**src/rtl/hvbp_pkg.sv**
```systemverilog
// shared types, constants and helper function of the hybrid vote branch predictor
package hvbp_pkg;

  localparam int IndexBits    = 12;
  localparam int CounterWidth = 8;
  localparam int AddressWidth = 48;
  localparam int CountWidth   = 32;
  localparam int CfgWidth     = 3;
  localparam int TableDepth   = 1 << IndexBits;

  localparam logic [CfgWidth-1:0] CounterBitsReset = CfgWidth'(2);

  // taken for vote codes 0101, 0110, 0111 and 1xxx except 1000
  localparam logic [15:0] VoteTakenMask = 16'hFEE0;

  localparam logic [CounterWidth-1:0] CounterReset = '1;
  localparam logic [CounterWidth-1:0] CounterCap   = {1'b0, {(CounterWidth-1){1'b1}}};

  typedef struct packed {
    logic [AddressWidth-1:0] branch_address;
    logic                    outcome_taken;
  } in_word_t;

  typedef struct packed {
    logic                  prediction;
    logic                  correct;
    logic [CountWidth-1:0] hit_count;
    logic [CountWidth-1:0] branch_count;
  } out_word_t;

  typedef struct packed {
    logic                    prediction;
    logic                    correct;
    logic [CounterWidth-1:0] hist_next;
    logic [CounterWidth-1:0] gsh_next;
  } vote_res_t;

  typedef struct packed {
    logic [1:0] fill;
  } fifo_status_t;

  // upper saturation bound for a given counter size
  function automatic logic [CounterWidth-1:0] ctr_upper(logic [CfgWidth-1:0] cb);
    int n;
    n = (cb == '0) ? 1 : int'(cb);
    if (n - 1 >= CounterWidth - 1) begin
      return CounterCap;
    end
    return CounterWidth'(1) << (n - 1);
  endfunction

endpackage

```
**src/rtl/hvbp_out_fifo.sv**
```systemverilog
// two-word result buffer between the update stage and the output channel
module hvbp_out_fifo (
  input  logic                    clk_i,
  input  logic                    rst_ni,
  input  logic                    push_i,
  input  hvbp_pkg::out_word_t     push_word_i,
  output logic                    out_valid_o,
  input  logic                    out_stall_i,
  output hvbp_pkg::out_word_t     out_word_o,
  output hvbp_pkg::fifo_status_t  status_o
);
  import hvbp_pkg::*;

  out_word_t  slot_q [2];
  logic       rd_ptr_q, rd_ptr_d;
  logic       wr_ptr_q, wr_ptr_d;
  logic [1:0] fill_q, fill_d;
  logic       pop;

  assign out_valid_o   = (fill_q != 2'd0);
  assign out_word_o    = slot_q[rd_ptr_q];
  assign pop           = out_valid_o && !out_stall_i;
  assign status_o.fill = fill_q;

  always_comb begin
    rd_ptr_d = pop ? ~rd_ptr_q : rd_ptr_q;
    wr_ptr_d = push_i ? ~wr_ptr_q : wr_ptr_q;
    fill_d   = fill_q + 2'(push_i) - 2'(pop);
  end

  always_ff @(posedge clk_i or negedge rst_ni) begin
    if (!rst_ni) begin
      rd_ptr_q <= 1'b0;
      wr_ptr_q <= 1'b0;
      fill_q   <= 2'd0;
    end else begin
      rd_ptr_q <= rd_ptr_d;
      wr_ptr_q <= wr_ptr_d;
      fill_q   <= fill_d;
    end
  end

  always_ff @(posedge clk_i) begin
    if (push_i) begin
      slot_q[wr_ptr_q] <= push_word_i;
    end
  end

endmodule

```
**config.mk**
```make
export PLATFORM = sky130hd
export DESIGN_NAME = hvbp_out_fifo
export DESIGN_NICKNAME = d
export VERILOG_FILES = /design/src/rtl/hvbp_pkg.sv /design/src/rtl/hvbp_out_fifo.sv
export SDC_FILE = /design/constraint.sdc
export NUM_CORES = 1
export LEC_CHECK = 0
export BUFFER_PORTS_ARGS = -buffer_cell sky130_fd_sc_hd__buf_2
export CAP_MARGIN = 10
export CORE_UTILIZATION = 45
export DETAILED_ROUTE_END_ITERATION = 7
export GPL_TIMING_DRIVEN = 0
export PLACE_DENSITY = 0.8
export SYNTH_ARGS = -nofsm -noshare
export SYNTH_HDL_FRONTEND = slang
export SYNTH_SLANG_ARGS = --single-unit
```
**constraint.sdc**
```tcl
create_clock -name clk_i -period 4.8 [get_ports clk_i]
set_clock_uncertainty 0.1 [all_clocks]
set_input_delay 0.24 -clock clk_i [delete_from_list [all_inputs] [get_ports clk_i]]
set_output_delay 0.24 -clock clk_i [all_outputs]
set_load 0.02 [all_outputs]
```
# Word-level counts from Yosys, hierarchy flattened
# Memory sizes are Yosys's and may differ from the RTL's.
# Cells that the tools add are included.
[word_totals]
register_bits = 4
mem_bits_rw = 132
input_bits = 70
wordCells = 13
mem_count = 1
[classes]
add_sub_neg = 2
muxes = 2
n_bitwise = 2
n_reduce_logical = 3
[memory_table]
columns = ["name", "depth", "width", "rd", "rd_clocked_by_memory_dff", "wr", "line_no", "source"]
rows = [
  ["slot_q", 2, 66, 1, 0, 1, "hvbp_out_fifo.sv:14", "out_word_t slot_q [2];"],
]
[ops]
columns = ["cell", "count"]
rows = [
  ["$add A2 B1 Y2", 1],
  ["$mux W1", 2],
  ["$not A1 Y1", 2],
  ["$reduce_bool A2 Y1", 1],
  ["$sub A2 B1 Y2", 1],
  ["$logic_and A1 B1 Y1", 1],
  ["$logic_not A1 Y1", 1],
]

# Longest topological paths before layout
[depth]
word_depth = 3
depth_mapped = 7
mapped_depth_nobuf = 7

# Worst setup path after synthesis
# OpenSTA, ideal clock, no wires.
[synth_path]
path_type = "flip-flop to flip-flop"
startpoint = "register wr_ptr_q"
endpoint = "memory slot_q[0][0] (netlist bit), enable pin"
setup_ns = 0.498
arrival_ns = 3.335
setup_slack_ns = 0.867
stages_incl_launch_ff = 2
n_path_buf = 0
cell_sequence = "dfrtp_1 > nor2b_1"
[synth_lines]
columns = ["element", "line_no", "source"]
rows = [
  ["from (decl)", "hvbp_out_fifo.sv:16", "logic wr_ptr_q, wr_ptr_d;"],
  ["from (signal assigned)", "hvbp_out_fifo.sv:38", "wr_ptr_q <= wr_ptr_d;"],
  ["to (decl)", "hvbp_out_fifo.sv:14", ""],
]
# Straight into the memory's write port.

==> results.sh <==
export IMPL_outcome="complete, no violations"
export IMPL_async_reset_ff_share_pct=2.94
export IMPL_core_area_sq_um=10900
export IMPL_cap_violations=0
export IMPL_end_kind="output pin"
export IMPL_cts_root_buf="clkbuf_16"
export IMPL_fp_dieW_microns=108
export IMPL_slew_headroom_pct=39.3
export IMPL_critPathKind="register to output pin"
export IMPL_die_area_sq_um=11700
export IMPL_cp_max_fo=10
export IMPL_drcViolationCount=0
export IMPL_cts_tree="yes"
export IMPL_path_clk_slew_ps=60
export IMPL_total_power_uw=4380
export IMPL_finalSetupViolCount=0
export IMPL_grt_max_degree=67
export IMPL_synth_largest_area_cell="edfxtp_1"
export IMPL_post_cts_resize_count=0
export IMPL_first_global_vias=3045
export IMPL_cts_sinks=136
export IMPL_grt_pass1_wl_microns=14400
export IMPL_drt_wl_total_microns=9440
export IMPL_vias=2802
export IMPL_ys_seq_area_share_pct=80.1
export IMPL_worstMarginPinSlew_ps=911
export IMPL_drive_gt1_share_pct=52.8
export IMPL_gp_congestion=0.654
export IMPL_fin_nets=521
export IMPL_start_util_pct=46.4
export IMPL_hold_path_depth=3
export IMPL_finalCritPeriodShare_pct=42.3
export IMPL_yosysUniqueCellTypes=15
export IMPL_fmax_ghz=0.492
export IMPL_viasPerCell=4.65
export IMPL_synth_seq_cells=136
export IMPL_syn_num_nets=294
export IMPL_leakage_uw=0.00290
export IMPL_hp_class="input port to register"
export IMPL_critPathBufInv=3
export IMPL_hold_violations=0
export IMPL_startpoint_type="register"
export IMPL_cts_buffer_depth=2
export IMPL_io_pins=139
export IMPL_insertion_delay_ps=400
export IMPL_drt_iter0_markers=96
export IMPL_rsz0062_at_grt="false"
export IMPL_die_h_microns=108
export IMPL_post_cts_buffers=0
export IMPL_dp_hpwl_microns=5560
export IMPL_synth_area_sq_um=5070
export IMPL_final_cell_area_sq_um=7280
export IMPL_area_growth_pct=43.5
export IMPL_finalCriticalPeriod_ps=2030
export IMPL_rr_worst_depth=1
export IMPL_grt_ovfl_total=0
export IMPL_syn_inst=222
export IMPL_io_buffers=138
export IMPL_vdd_drop_max_v=0.000335
export IMPL_rows=38
export IMPL_synth_top_flop_cell="edfxtp_1"
export IMPL_report_final_slew_viol_count=0
export IMPL_synth_top_area_share_pct=78.1
export IMPL_cpPeakStageDelay_ps=370
export IMPL_synth_edff_count=132
export IMPL_cp_required_ps=4460
export IMPL_path_cells="buf_4, buf_6, mux2_4, buf_2"
export IMPL_dpl_cell_area_sq_um=5990
export IMPL_critPathArrivalTime_ps=1690
export IMPL_path_depth=4
export IMPL_cts_hold_buffers=68
export IMPL_route_detailed_wl_per_inst_microns=15.7
export IMPL_first_pass_iters=4
export IMPL_diodes=0
export IMPL_yosys_cell_count_top_type="edfxtp_1"
export IMPL_cpMaxStageDelayCell="dfrtp_1"
export IMPL_avgSynthCellArea_sq_um=22.9
export IMPL_setup_tns_ps=0
export IMPL_grt_antenna_before_repair=0
export IMPL_synth_area_top_cells="edfxtp_1 (78%), mux2_4 (8.9%), mux2_2 (8.0%)"
export IMPL_powerDensity_nw_per_um2=601
export IMPL_synth_common_cells="edfxtp_1 (132), mux2_2 (36), mux2_4 (30)"
export IMPL_yosysWarningCount=0
export IMPL_crit_family="buffers and inverters"
export IMPL_cts_max_level=4
export IMPL_grt_total_usage_pct=17.1
export IMPL_cts_buffers=17
export IMPL_ant_nets=0
flip-flops by register name, summed over array words and instances (netlist names):
name and cells:
rd_ptr_q 1, wr_ptr_q 1, slot_q 132, status_o 2
kinds of logic (layout without fill, tap and decap cells):
logic type	count (synthesis)	in the layout	share of synthesized area, %
AOI/OAI and AO/OA	1	1	0.148
xor gates and xnor gates	4	4	0.691
and+or+nand+nor	3	3	0.370
buffers and inverters	10	250	1.33
adders and majority gates	2	2	0.493
DFF	136	136	80.1
muxes	66	66	16.9
final cells by class:
type	instances	area (sq um)
clock buffer	18	429
multi-input combinational	76	952
buffer	7	56.3
inverter	3	11.3
clock inverter	14	181
timing repair buffer	208	1410
sequential	136	4060
fill	763	3650
tap	140	175
metal layers:
metal,vias to the layer above,GRT usage (%),part of all wire (%)
li1,1332,-,-
met1,1366,17.8,40
met5,-,0,0
met3,10,6.51,5.5
met2,94,31.0,54
met4,0,6.56,1.1
final timing paths:
| path | start | endpoint | slack (ps) |
|---|---|---|---|
| max | rd_ptr_q | out_word_o[30] | 2770 |
| min | out_stall_i | rd_ptr_q | 60 |
| max reg2reg | wr_ptr_q | slot_q[1][27] | 3090 |
| min reg2reg | wr_ptr_q | wr_ptr_q | 460 |
| max in group asynchronous | rst_ni | status_o[1] | 4390 |
| min in group asynchronous | rst_ni | wr_ptr_q | 80 |
metrics by stage:
step                worst slack (ps)  util [%]  instances  hold WS, ps
finish                          2770      66.6        602         62.7
global route                    2680      66.6        602         45.4
CTS                             2720      66.6        602         39.2
detailed placement              3070      54.8        502        -43.1
global placement                -792      54.3        500        -49.5
floorplan                        867         -        222         -156
power breakdown:
part           leakage (uW)  internal, uW  switching (uW)
sequential          0.00129          1580            66.8
combinational       0.00133           622             774
clock              0.000288           863             471
total               0.00290          3060            1310
placed cells by master (no fill, tap or decap), drive strengths merged:
cell type	synthesis	layout
buf	7	147
or2	1	1
clkinv	0	7
inv	3	3
dlygate4sd3	0	68
o21bai	1	1
and2	1	1
clkinvlp	0	3
bufinv	0	4
nor2b	1	1
xor2	1	1
clkbuf	0	18
edfxtp	132	132
mux2	66	66
dfrtp	4	4
ha	2	2
xnor2	3	3
(Power assumes the default switching activity.)
