==> config.mk <==
export PLATFORM = sky130hd
export DESIGN_NAME = hvbp_vote
export DESIGN_NICKNAME = d
export VERILOG_FILES = /design/src/rtl/hvbp_pkg.sv /design/src/rtl/hvbp_vote.sv
export SDC_FILE = /design/constraint.sdc
export NUM_CORES = 1
export LEC_CHECK = 0
export ABC_AREA = 1
export BUFFER_PORTS_ARGS = -buffer_cell sky130_fd_sc_hd__buf_2
export CELL_PAD_IN_SITES_DETAIL_PLACEMENT = 1
export CELL_PAD_IN_SITES_GLOBAL_PLACEMENT = 1
export CORE_ASPECT_RATIO = 0.75
export CORE_MARGIN = 2
export CORE_UTILIZATION = 41
export DETAILED_ROUTE_END_ITERATION = 8
export PLACE_DENSITY_LB_ADDON = 0.1
export SYNTH_ARGS = -nofsm -noshare
export SYNTH_HDL_FRONTEND = slang
export SYNTH_SLANG_ARGS = --single-unit
==> constraint.sdc <==
create_clock -name vclk -period 3.95
set_clock_uncertainty 0.15 [all_clocks]
set_input_delay 0.395 -clock vclk [all_inputs]
set_output_delay 0.395 -clock vclk [all_outputs]
set_load 0.02 [all_outputs]
==> src/rtl/hvbp_pkg.sv <==
// shared types, constants and helper function of the hybrid vote branch predictor
package hvbp_pkg;

  localparam int IndexBits    = 12;
  localparam int CounterWidth = 8;
  localparam int AddressWidth = 48;
  localparam int CountWidth   = 32;
  localparam int CfgWidth     = 3;
  localparam int TableDepth   = 1 << IndexBits;

  localparam logic [CfgWidth-1:0] CounterBitsReset = CfgWidth'(2);

  // taken for vote codes 0101, 0110, 0111 and 1xxx except 1000
  localparam logic [15:0] VoteTakenMask = 16'hFEE0;

  localparam logic [CounterWidth-1:0] CounterReset = '1;
  localparam logic [CounterWidth-1:0] CounterCap   = {1'b0, {(CounterWidth-1){1'b1}}};

  typedef struct packed {
    logic [AddressWidth-1:0] branch_address;
    logic                    outcome_taken;
  } in_word_t;

  typedef struct packed {
    logic                  prediction;
    logic                  correct;
    logic [CountWidth-1:0] hit_count;
    logic [CountWidth-1:0] branch_count;
  } out_word_t;

  typedef struct packed {
    logic                    prediction;
    logic                    correct;
    logic [CounterWidth-1:0] hist_next;
    logic [CounterWidth-1:0] gsh_next;
  } vote_res_t;

  typedef struct packed {
    logic [1:0] fill;
  } fifo_status_t;

  // upper saturation bound for a given counter size
  function automatic logic [CounterWidth-1:0] ctr_upper(logic [CfgWidth-1:0] cb);
    int n;
    n = (cb == '0) ? 1 : int'(cb);
    if (n - 1 >= CounterWidth - 1) begin
      return CounterCap;
    end
    return CounterWidth'(1) << (n - 1);
  endfunction

endpackage

==> src/rtl/hvbp_vote.sv <==
// vote table lookup and saturating counter update for one branch
module hvbp_vote (
  input  logic [hvbp_pkg::CounterWidth-1:0] hist_ctr_i,
  input  logic [hvbp_pkg::CounterWidth-1:0] gsh_ctr_i,
  input  logic                              bias_i,
  input  logic                              taken_i,
  input  logic [hvbp_pkg::CfgWidth-1:0]     counter_bits_i,
  output hvbp_pkg::vote_res_t               res_o
);
  import hvbp_pkg::*;

  logic [CounterWidth-1:0] hi, lo;
  logic                    v_hist, v_gsh, v_comb;
  logic [3:0]              vote;
  logic                    pred;

  function automatic logic [CounterWidth-1:0] step_ctr(logic [CounterWidth-1:0] c,
                                                        logic up,
                                                        logic [CounterWidth-1:0] l,
                                                        logic [CounterWidth-1:0] h);
    logic [CounterWidth-1:0] r;
    r = c;
    if (up) begin
      if ($signed(c) < $signed(h)) r = c + CounterWidth'(1);
    end else begin
      if ($signed(c) > $signed(l)) r = c - CounterWidth'(1);
    end
    return r;
  endfunction

  always_comb begin
    hi     = ctr_upper(counter_bits_i);
    lo     = CounterWidth'(1) - hi;
    v_hist = $signed(hist_ctr_i) > $signed(CounterWidth'(0));
    v_gsh  = $signed(gsh_ctr_i) > $signed(CounterWidth'(0));
    v_comb = v_gsh | bias_i;
    vote   = {v_comb, v_hist, v_gsh, bias_i};
    pred   = VoteTakenMask[vote];
    res_o.prediction = pred;
    res_o.correct    = (pred == taken_i);
    res_o.hist_next  = step_ctr(hist_ctr_i, taken_i, lo, hi);
    res_o.gsh_next   = step_ctr(gsh_ctr_i, taken_i, lo, hi);
  end

endmodule

# --- Word level (Yosys, flattened, before mapping) ---
# Memory sizes are Yosys's and may differ from the RTL's.
# Cells that the tools add are included.
totals:
  reg_bits: 0
  mem_bits_ro: 16
  inputBits: 21
  output_inout_bits: 18
  elab_cells: 30
  memories: 1
memory_table:
  columns: ["name", "words", "word_bits", "read_ports", "rd_ports_with_merged_regs", "wr", "line", "rtl"]
  rows:
  - ["(no name shown)", 16, 1, 1, 0, 0, "hvbp_vote.sv:38", "pred = VoteTakenMask[vote];"]
classes:
  addsub: 6
  magnitude_cmp: 8
  eq_ne: 1
  n_shift: 1
  n_mux: 11
  n_bitwise: 1
  n_reduce_logical: 1
ops:
  columns: ["operator", "n"]
  rows:
  - ["$mux W8", 8]
  - ["$ge A32 B4 Y1 const B", 1]
  - ["$shl A1 B32 Y8 const A", 1]
  - ["$add A8 B1 Y8 const B", 2]
  - ["$gt A8 B1 Y1 const B", 2]
  - ["$gt A8 B8 Y1", 2]
  - ["$lt A8 B8 Y1", 2]
  - ["$sub A8 B1 Y8 const B", 2]
  - ["$sub A1 B8 Y8 const A", 1]
  - ["$lt A4 B5 Y1 const B", 1]
  - ["$sub A3 B1 Y4 const B", 1]
  - ["$logic_not A3 Y1", 1]
  - ["$mux W3", 1]
  - ["$mux W1", 2]
  - ["$eq A1 B1 Y1", 1]
  - ["$or A1 B1 Y1", 1]

# --- Depth between registers and ports, before layout ---
# Gate-level depths: netlist (run 1).
logic_depth:
  ltp_word: 10
  mapped_depth: 24

# --- Worst setup path before layout (run 1) ---
# OpenSTA, ideal clock, no wires.
synth_timing:
  path_kind: "input -> output"
  from: "input port counter_bits_i[0] (netlist name)"
  to: "output port res_o[0] (netlist name)"
  arrival_ns: 2.964
  required_time_ns: 3.405
  setup_slack_ns: 0.441
  cell_stages: 20
  path_cell_list: "inv_2 nand2_1 nand2_2 ha_1 inv_1 nand2_1 nand2_4 nand3_4 inv_1 a31oi_1 xor2_1 ha_1 a21o_1 a31oi_1 nand3_2 nand2_4 nand2_8 nand2_4 nand3_1 nand2_1"
synth_lines:
  columns: ["item", "line", "rtl"]
  rows:
  - ["from (decl)", "hvbp_vote.sv:7", "input logic [hvbp_pkg::CfgWidth-1:0] counter_bits_i,"]
  - ["to (decl)", "hvbp_vote.sv:8", "output hvbp_pkg::vote_res_t res_o"]

==> results.md, run 1 <==
- Status: complete, no violations
- Largest net degree at the start of global routing: 19
- Finished Core Util: 53.8%
- Fin Setup TNS: 0 ps
- Leakage power total: 1.44 nW
- Num rows: 22
- Diode count: 0
- Cell area after layout: 2650 um2
- Synth warn: 0
- DIE HEIGHT: around 66 um
- Vias: about 2500
- VDD IR-drop max: approximately 0.086 mV
- Slew HR: ~75%
- WL/cell: about 16 um
- Layout area overhead: 25.0%
- Internal: 0.000173 W
- Post-synthesis adder-cell area fraction: 22.4%
- GR Util All Layers: 24.3%
- Synth Area in XOR/XNOR: slightly below 9%
- Final Hold Fails: 0
- Top-Level Pins: 39
- Filler cells: just over 700
- Clock power share: 0%
- Setup violations, final: 0
- Cells after Synth: 355
- Initial antenna violation count: 0
- Iteration-0 DRC Markers: approximately 130
- CLK BUF: 0
- Mapped cell area: 2120 um2
- F_max: 258 MHz
- Slew @ Worst Pin: between 300 and 400 ps
- Post-synthesis mux area share: 0%
- Drt pass-1 iters: 4
- Syn Nets: between 400 and 500
- Minimum clock period: 3870 ps
- Seq pwr share: 0%
- Reported net switching power: 0.000299 W
- First-pass GRT wire length: about 12000 um
- Placed instance area: around 2400 um2
- Largest family of logic cells by synthesized area: simple AND/OR/NAND/NOR gates
- Cell Pwr Density: 178 nW/um2
- Vias/cell: 5.41
- Initial core utilization: between 40% and 50%
- Final nets: 463
- Vias in the first global route: around 2400
- Mean Syn Cell Area: 5.97 um2
- DP Wirelength: 5700 um
- Fin crit share: 98.0%
- Port bufs: 39
- Simple-Gate Fraction of Synth Area: 48.9%
- Worst-path fanout max: 5
- Worst hold-check path type: in -> out
- Setup CP Type: in -> out
- FF+latch area: 0 um2
- Die width: 87.0 um
- Net Sw Frac: 63.3%
- Antenna-violating nets left: 0
- Number of max-cap violations: 0
- Combinational share of power: 100.0%
- CP startpoint kind: input pin
- Total wire length: 7180 um
- WP data arrival: between 3000 and 4000 ps
- CP required: 3400 ps
- Max-slew violations: 0
- Number of remaining DRC errors: 0
- Core area: around 4900 um2
- Overflow after GRT: 0
- Post-synthesis compound-gate area fraction: between 9 and 10%
- Seq Cell Count: 0
- Placer congestion estimate: a little under 0.9
- Seq/Total Area, Yosys: 0%
- Overall die area: between 5000 and 6000 um2
- Crit. End Element: output port
- Layout cell share with drive strength beyond 1: between 20% and 30%
- Synth unique cells: 29
[routing by layer]
layer / part of all wire [%] / routed length, um / vias up / global-route usage (%)
met1: 51 / 3630 / 1176 / 37.9
li1: - / - / 1282 / -
met3: 4.1 / 292 / 0 / 0.749
met4: 0 / 0 / 0 / 0.391
met2: 45 / 3260 / 43 / 38.7
met5: 0 / 0 / - / 0
[cells by family after synthesis]
group	Yosys count
AOI/OAI and AO/OA	36
xor gates and xnor gates	21
adders and majority gates	38
buffers and inverters	56
and+or+nand+nor	204
[stage by stage]
stage          hold WS, ps  worst slack (ps)  total power [W]  std cells
5_1_grt               1020              -160         0.000525        462
3_3_place_gp           969             -4.43         0.000412        455
3_5_place_dp           983             -50.5         0.000422        455
6_report               990              80.7         0.000472        462
2_1_floorplan          808               441         0.000295        355
4_1_cts                981              27.8         0.000428        457
[cells in the final DEF, fill, tap and decap left out, types with 2 or more instances in the layout]
| master | count |
|---|---|
| o21ai_1 | 9 |
| nand3_4 | 2 |
| nand3_2 | 7 |
| nand2_2 | 17 |
| nor4_1 | 2 |
| inv_2 | 5 |
| ha_1 | 32 |
| buf_2 | 37 |
| a31oi_1 | 2 |
| a21oi_1 | 6 |
| xor2_1 | 19 |
| a21oi_2 | 4 |
| ha_4 | 6 |
| nand2_4 | 4 |
| nor3_2 | 3 |
| o21ai_0 | 6 |
| nor3_1 | 4 |
| or2_4 | 2 |
| nand2_1 | 102 |
| inv_1 | 41 |
| nor2_1 | 9 |
| buf_4 | 16 |
| o211ai_1 | 4 |
| a31oi_4 | 2 |
| buf_6 | 2 |
| a21o_1 | 3 |
| nand3_1 | 29 |
| nand4_1 | 19 |
[repair_timing]
action	in CTS	in global routing
endpoints found under the setup margin	7	16
pin swaps	2	7
setup buffers	2	5
resized for setup	1	42
cloned	0	0
hold buffers	0	0
[power groups by stage]
stage               registers, W  logic [W]  clock network, W
floorplan                      0   0.000295                 0
global placement               0   0.000412                 0
detailed placement             0   0.000422                 0
CTS                            0   0.000428                 0
global route                   0   0.000525                 0
finish                         0   0.000472                 0
[final timing paths]
path / depth (start not counted) / to / start
setup / recovery: 26 / res_o[15] / counter_bits_i[0]
hold / removal: 3 / res_o[17] / bias_i
[critical path: stages]
cell,delay [ps]
buf_2,110
inv_2,70
nand2_1,70
nand2_2,130
ha_4,150
inv_1,60
nand2_2,80
nand2_4,80
nand3_4,120
buf_6,130
nand4_1,110
buf_4,170
ha_4,270
nand2_1,70
inv_1,60
nand4_1,120
o211ai_1,160
or2_4,170
nand2_1,80
buf_4,170
nor2_1,80
nand4_1,130
nand2_1,100
nand2_1,50
nand2_1,50
buf_4,130
[cells in the mapped netlist]
cell | n | share of area [%]
a21o_1 | 3 | 1.1
a21oi_1 | 9 | 2.1
a21oi_2 | 1 | 0.41
a31oi_1 | 4 | 1.2
buf_2 | 3 | 0.71
buf_4 | 1 | 0.35
clkbuf_1 | 4 | 0.71
clkinv_1 | 1 | 0.18
ha_1 | 38 | 22
inv_1 | 44 | 7.8
inv_2 | 3 | 0.53
nand2_1 | 105 | 19
nand2_2 | 15 | 4.4
nand2_4 | 3 | 1.6
nand2_8 | 1 | 0.94
nand3_1 | 29 | 6.8
nand3_2 | 7 | 3.3
nand3_4 | 2 | 1.7
nand3b_1 | 1 | 0.35
nand4_1 | 19 | 5.6
nand4_4 | 1 | 1.0
nor2_1 | 10 | 1.8
nor3_1 | 7 | 1.7
nor4_1 | 2 | 0.59
o211ai_1 | 4 | 1.4
o21ai_0 | 15 | 3.5
or2_2 | 2 | 0.59
xnor2_1 | 1 | 0.41
xor2_1 | 20 | 8.3
[area by class of cell]
type / count / area (um2) / area share [%]
Inverter: 48 / 185 / 6.99
Multi-Input combinational cell: 299 / 2060 / 77.8
Tap cell: 60 / 75.1 / 2.83
Timing Repair Buffer: 55 / 328 / 12.4
(Power assumes the default switching activity.)
==> inputs of run 2 (changes only) <==
Settings changed: ABC_AREA 1 to not set, CORE_MARGIN 2 to not set, CORE_UTILIZATION 41 to 42.
==> run 2 against run 1 <==
  * The run now fails in 4_1_cts
  * Synthesized cell count down 31%
  * Area after synthesis down 17%
==> results.md, run 2 <==
- Port bufs: 39
- Syn Nets: 304
- Failing step: 4_1_cts
- Mapped cell area: 1760 um2
- Top post-synthesis cells by count: ha_1 (38), nand2_1 (26), inv_1 (21)
- Initial core utilization: 45.9%
- Placer congestion estimate: ~0.9
- Top-Level Pins: 39
- Post-cts resize count: 54
- Synth unique cells: 58
- Log Error: [ERROR DPL-0033] detailed placement checks failed during check placement.
- Mean Syn Cell Area: between 7 and 8 um2
- Largest cells by area after synthesis: ha_1 (27%), xnor2_1 (6.5%), nand2_1 (5.6%)
- Status: stopped before the end
- Cells after Synth: between 200 and 250
- Synth warn: 0
- Most common cell in the netlist: ha_1
- Die width: 76.7 um
- Seq/Total Area, Yosys: 0%
- Cell taking the most area after synthesis: ha_1
- DP Wirelength: 6530 um
- Post-CTS Setup Inserts: 7
- Cts hold-fix bufs: 0
- Num rows: 19
- DIE HEIGHT: 58.0 um
- Pre-CTS setup slack: -449 ps
- Yosys top cell area share: 27.1%
==> run 2: cell families after synthesis <==
family,after synthesis,share of synthesized area (%)
and+or+nand+nor,86,25.6
AOI/OAI and AO/OA,68,27.3
adders and majority gates,38,27.1
buffers and inverters,30,7.41
xor gates and xnor gates,20,10.8
muxes,3,1.92
==> run 2: stage by stage <==
step / hold WS (ps) / std cells / TNS (ps) / utilization (%) / area (um2)
detailed placement: 985 / 370 / -5170 / 65.8 / 2520
global placement: 971 / 370 / -1980 / 65.8 / 2520
floorplan: 727 / 245 / -729 / - / 2010
==> inputs of run 3 (changes only) <==
Settings changed: CELL_PAD_IN_SITES_DETAIL_PLACEMENT 1 to not set, CELL_PAD_IN_SITES_GLOBAL_PLACEMENT 1 to not set, CORE_ASPECT_RATIO 0.75 to not set, CORE_UTILIZATION 42 to 40, PLACE_DENSITY_LB_ADDON 0.1 to 0.15.
==> run 3 against run 2 <==
  * Area after synthesis unchanged
  * Synthesized cell count stayed put
  * The flow now finishes, with violations (setup timing)
==> results.md, run 3 <==
- CP Buf/Inv Count: 3
- Vias in the first global route: 1874
- Final Hold Fails: 0
- Setup violations, final: 12
- Fin crit share: 104%
- Minimum clock period: 4110 ps
- Most frequent cells in the layout: buf_4 (61), ha_1 (34), nand2_1 (24)
- Overall die area: roughly 4700 um2
- Total wire length: about 5500 um
- Number of remaining DRC errors: 0
- First-pass GRT wire length: 8550 um
- Slew HR: 59.8%
- Fin Setup TNS: -1040 ps
- Cell Pwr Density: 151 nW/um2
- Vias/cell: about 5.5
- RSZ-0062 raised after global routing: true
- Number of max-cap violations: 0
- FF+latch area: 0 um2
- Crit. End Element: output port
- Mean Syn Cell Area: 7.17 um2
- Status: finished with violations
- Syn Nets: 304
- Cell taking the most area after synthesis: ha_1
- Filler cells: between 300 and 400
- Crit-path cells: buf_8, o21ai_4, inv_2, ha_4, xor2_4, a21oi_2, nand2_1, a32oi_2, ha_1, nand2_2, o21ai_1, a2111o_1, and3_4, or4b_4, nand4b_1, o22a_1, xnor2_2, buf_4
- Largest net degree at the start of global routing: 19
- DIE HEIGHT: 68.3 um
- Setup CP Type: in -> out
- Slew @ Worst Pin: approximately 600 ps
- Drt pass-1 iters: 4
- Cell depth of the worst min-delay path: 3
- Max-slew violations: 0
- Most common cell in the netlist: ha_1
- Antenna-violating nets left: 0
- Iteration-0 DRC Markers: 152
- GR Util All Layers: 24.0%
- Top post-synthesis cells by count: ha_1 (38), nand2_1 (26), inv_1 (21)
- Failing checks: setup timing
- Finished Core Util: 69.1%
- CP top delay family: compound AO/OA/AOI/OAI gates
- VDD IR-drop max: 0.0637 mV
- Final nets: 386
- Leakage power total: 1.29 nW
- Num rows: 23
- Core area: slightly above 4000 um2
- Initial core utilization: 42.7%
- F_max: 243 MHz
- Slowest cell on crit path: or4b_4
- Synth unique cells: 58
- Port bufs: 39
- CP startpoint kind: input pin
- Layout area overhead: 61.9%
- Worst hold-check path type: in -> out
- Top-Level Pins: 39
- Commonest non-fill, non-tap cell in the layout: buf_4
- Synth warn: 0
- CP max stage delay: between 500 and 600 ps
- WL/cell: 14.5 um
- Largest cells by area after synthesis: ha_1 (27%), xnor2_1 (6.5%), nand2_1 (5.6%)
- Setup ws final: -159 ps
- Diode count: 0
- CLK BUF: 0
- Worst hold start: hist_ctr_i[7]
- Seq/Total Area, Yosys: 0%
- CP Depth: 18
- CP Launch Point: counter_bits_i[1]
- CP required: 3400 ps
- Mapped cell area: 1760 um2
- Placer congestion estimate: between 0.8 and 0.9
- Die width: 68.3 um
- Initial antenna violation count: 0
- Pre-CTS setup slack: -235 ps
- Layout cell share with drive strength beyond 1: 48.0%
- DP Wirelength: around 4300 um
- Yosys top cell area share: between 20 and 30%
- Hold_ws: just under 1000 ps
- Seq Cell Count: 0
- WP data arrival: 3560 ps
- Overflow after GRT: 0
- Cells after Synth: between 200 and 250
- Worst-path fanout max: 7
- Vias: 2081
-- run 3: cell counts after synthesis --
Identical to the previous run, type by type.
-- run 3: path summary, 6_finish.rpt --
path,endpoint,slack [ps]
worst max-delay path,res_o[3],-160
worst min-delay path,res_o[15],970
-- run 3: through the flow --
stage               cells  cell area, um2  power, W
floorplan             245            2010  0.000234
global placement      366            2500  0.000351
detailed placement    366            2500  0.000356
CTS                   372            2740  0.000404
global route          375            2840  0.000471
finish                375            2840  0.000430
-- run 3: metal layers --
metal | track usage [%] | share of wire (%) | vias to the layer above
li1 | - | - | 1063
met1 | 32.0 | 47 | 968
met2 | 43.8 | 50 | 46
met3 | 0.667 | 2.6 | 4
met4 | 2.08 | 0.48 | 0
met5 | 0 | 0 | -
-- run 3: cell families (layout without fill, tap and decap cells) --
logic type,after synthesis,count (layout),synth area share [%]
AND/OR/NAND/NOR,86,86,25.6
XOR/XNOR,20,20,10.8
multiplexers,3,3,1.92
AO/OA/AOI/OAI,68,68,27.3
adder cells (fa/ha/maj),38,38,27.1
buffers and inverters,30,110,7.41
-- run 3: final cells by class --
| cell class | instances | area [um2] | share of cell area (%) |
|---|---|---|---|
| multi-input cells | 215 | 2060 | 72.3 |
| well taps | 50 | 62.6 | 2.20 |
| repair buffers | 89 | 646 | 22.7 |
| inverters | 21 | 78.8 | 2.77 |
-- run 3: timing repair --
item | in CTS | in global routing
pin swaps | 30 | 12
setup endpoints to repair | 16 | 16
hold buffers | 0 | 0
setup buffers | 6 | 3
gates resized for setup | 45 | 22
hold endpoints to repair | 0 | 0
-- run 3: where the power goes --
part	internal [W]	switching (W)
logic	0.000208	0.000222
registers	0	0
clock network	0	0
==> inputs of run 4 (changes only) <==
Settings changed: CORE_UTILIZATION 40 to 45.
==> run 4 against run 3 <==
  * The flow still finishes with violations (setup timing)
  * Sequential share of layout area is the same
  * Power is 7.5% lower
  * Non-clock buffer count decreased by 5
  * Critical path type unchanged
  * Critical endpoint unchanged
  * Largest cell class unchanged
==> results.md, run 4 (synthesis results as in run 3) <==
- Finished Core Util: slightly above 70%
- Num rows: 22
- Slew @ Worst Pin: 542 ps
- Placer congestion estimate: 0.839
- CP startpoint kind: input pin
- GR Util All Layers: 24.8%
- Overflow after GRT: 0
- Vias in the first global route: 1822
- CP required: 3400 ps
- Iteration-0 DRC Markers: 81
- Worst hold path endpoint: res_o[17]
- Worst hold-check path type: in -> out
- WP data arrival: approximately 3500 ps
- Leakage power total: around 1.2 nW
- Final nets: 381
- Die width: ~64 um
- Port bufs: 39
- Fin crit share: 103%
- Initial core utilization: 47.3%
- Slew HR: 63.3%
- CP Buf/Inv Count: 3
- Setup CP Type: in -> out
- Top-Level Pins: 39
- Max-slew violations: 0
- Layout area overhead: 53.4%
- Total wire length: 5140 um
- Most frequent cells in the layout: buf_4 (57), ha_1 (36), nand2_1 (24)
- Crit-path cells: buf_6, o21ai_4, inv_2, ha_4, xor2_4, a21oi_2, nand2_1, a32oi_2, ha_1, nand2_2, o21ai_1, a2111o_1, and3_4, or4b_4, nand4b_1, o22a_1, xnor2_2, buf_4
- Slowest cell on crit path: or4b_4
- Initial antenna violation count: 0
- Vias: 2031
- DP Wirelength: ~4200 um
- CP top delay family: compound AO/OA/AOI/OAI gates
- Vias/cell: about 5.5
- CLK BUF: 0
- Number of remaining DRC errors: 0
- Commonest non-fill, non-tap cell in the layout: buf_4
- FF+latch area: 0 um2
- WL/cell: roughly 14 um
- Setup ws final: -102 ps
- Final Hold Fails: 0
- F_max: 247 MHz
- Seq Cell Count: 0
- Worst-path fanout max: 7
- Number of max-cap violations: 0
- First-pass GRT wire length: 8320 um
- Filler cells: 300
- DIE HEIGHT: 64.5 um
- Cell depth of the worst min-delay path: 3
- Cts hold-fix bufs: 0
- Crit. End Element: output port
- CP max stage delay: around 530 ps
- VDD IR-drop max: 0.0675 mV
- Drt pass-1 iters: 4
- Diode count: 0
- RSZ-0062 raised after global routing: true
- Overall die area: about 4200 um2
- Status: finished with violations
- Largest net degree at the start of global routing: 19
- Placed instance area: 2480 um2
- Setup violations, final: 12
- Area of the multi-input gates: slightly below 2000 um2
- Worst hold start: bias_i
- Antenna-violating nets left: 0
- Minimum clock period: 4050 ps
- Cell Pwr Density: 148 nW/um2
- Cell area after layout: 2700 um2
- Failing checks: setup timing
- Core area: 3720 um2
- Layout cell share with drive strength beyond 1: 43.1%
- Hold_ws: 970 ps
-- run 4: cell count changes in the layout (fill, tap and decap cells not counted), sizes merged --
cell	previous run	this run
buf	89	84
-- run 4: power by group --
part,switching (W),internal [W]
clock network,0,0
registers,0,0
logic,0.000208,0.000190
-- run 4: worst max path at each step --
stage	from	endpoint	slack, ps	cells past startpoint
after floorplan	counter_bits_i[2]	res_o[5]	-160	18
after global placement	counter_bits_i[2]	res_o[3]	-180	18
after detailed placement	counter_bits_i[1]	res_o[3]	-240	18
after CTS	counter_bits_i[2]	res_o[3]	-70	18
after global routing	counter_bits_i[0]	res_o[3]	-290	19
final	counter_bits_i[2]	res_o[3]	-100	18
-- run 4: worst min-delay path, cell delays in order --
cell	delay (ps)
buf_2	70
or2_2	100
buf_2	150
-- run 4: through the flow --
| step | total power [W] | cells | setup slack, ps | setup TNS, ps |
|---|---|---|---|---|
| floorplan | 0.000234 | 245 | -159 | -729 |
| global placement | 0.000344 | 361 | -178 | -1790 |
| detailed placement | 0.000351 | 361 | -238 | -2620 |
| CTS | 0.000381 | 364 | -74.6 | -433 |
| global route | 0.000436 | 368 | -286 | -3560 |
| finish | 0.000398 | 368 | -102 | -649 |
-- run 4: layout make-up --
type               count  area share [%]
inverters             21            2.92
multi-input cells    215            73.0
well taps             48            2.23
repair buffers        84            21.8
-- run 4: what timing repair did --
action,4_1_cts,5_1_grt
setup buffers,3,4
endpoints found under the setup margin,16,16
gates resized for setup,31,12
pin swaps,15,8
-- run 4: layer usage --
layer | GRT usage, % | part of all wire (%) | vias to the layer above
li1 | - | - | 1049
met2 | 45.9 | 51 | 31
met5 | 0 | 0 | -
met1 | 34.2 | 47 | 951
met3 | 0 | 2.6 | 0
met4 | 0 | 0 | 0
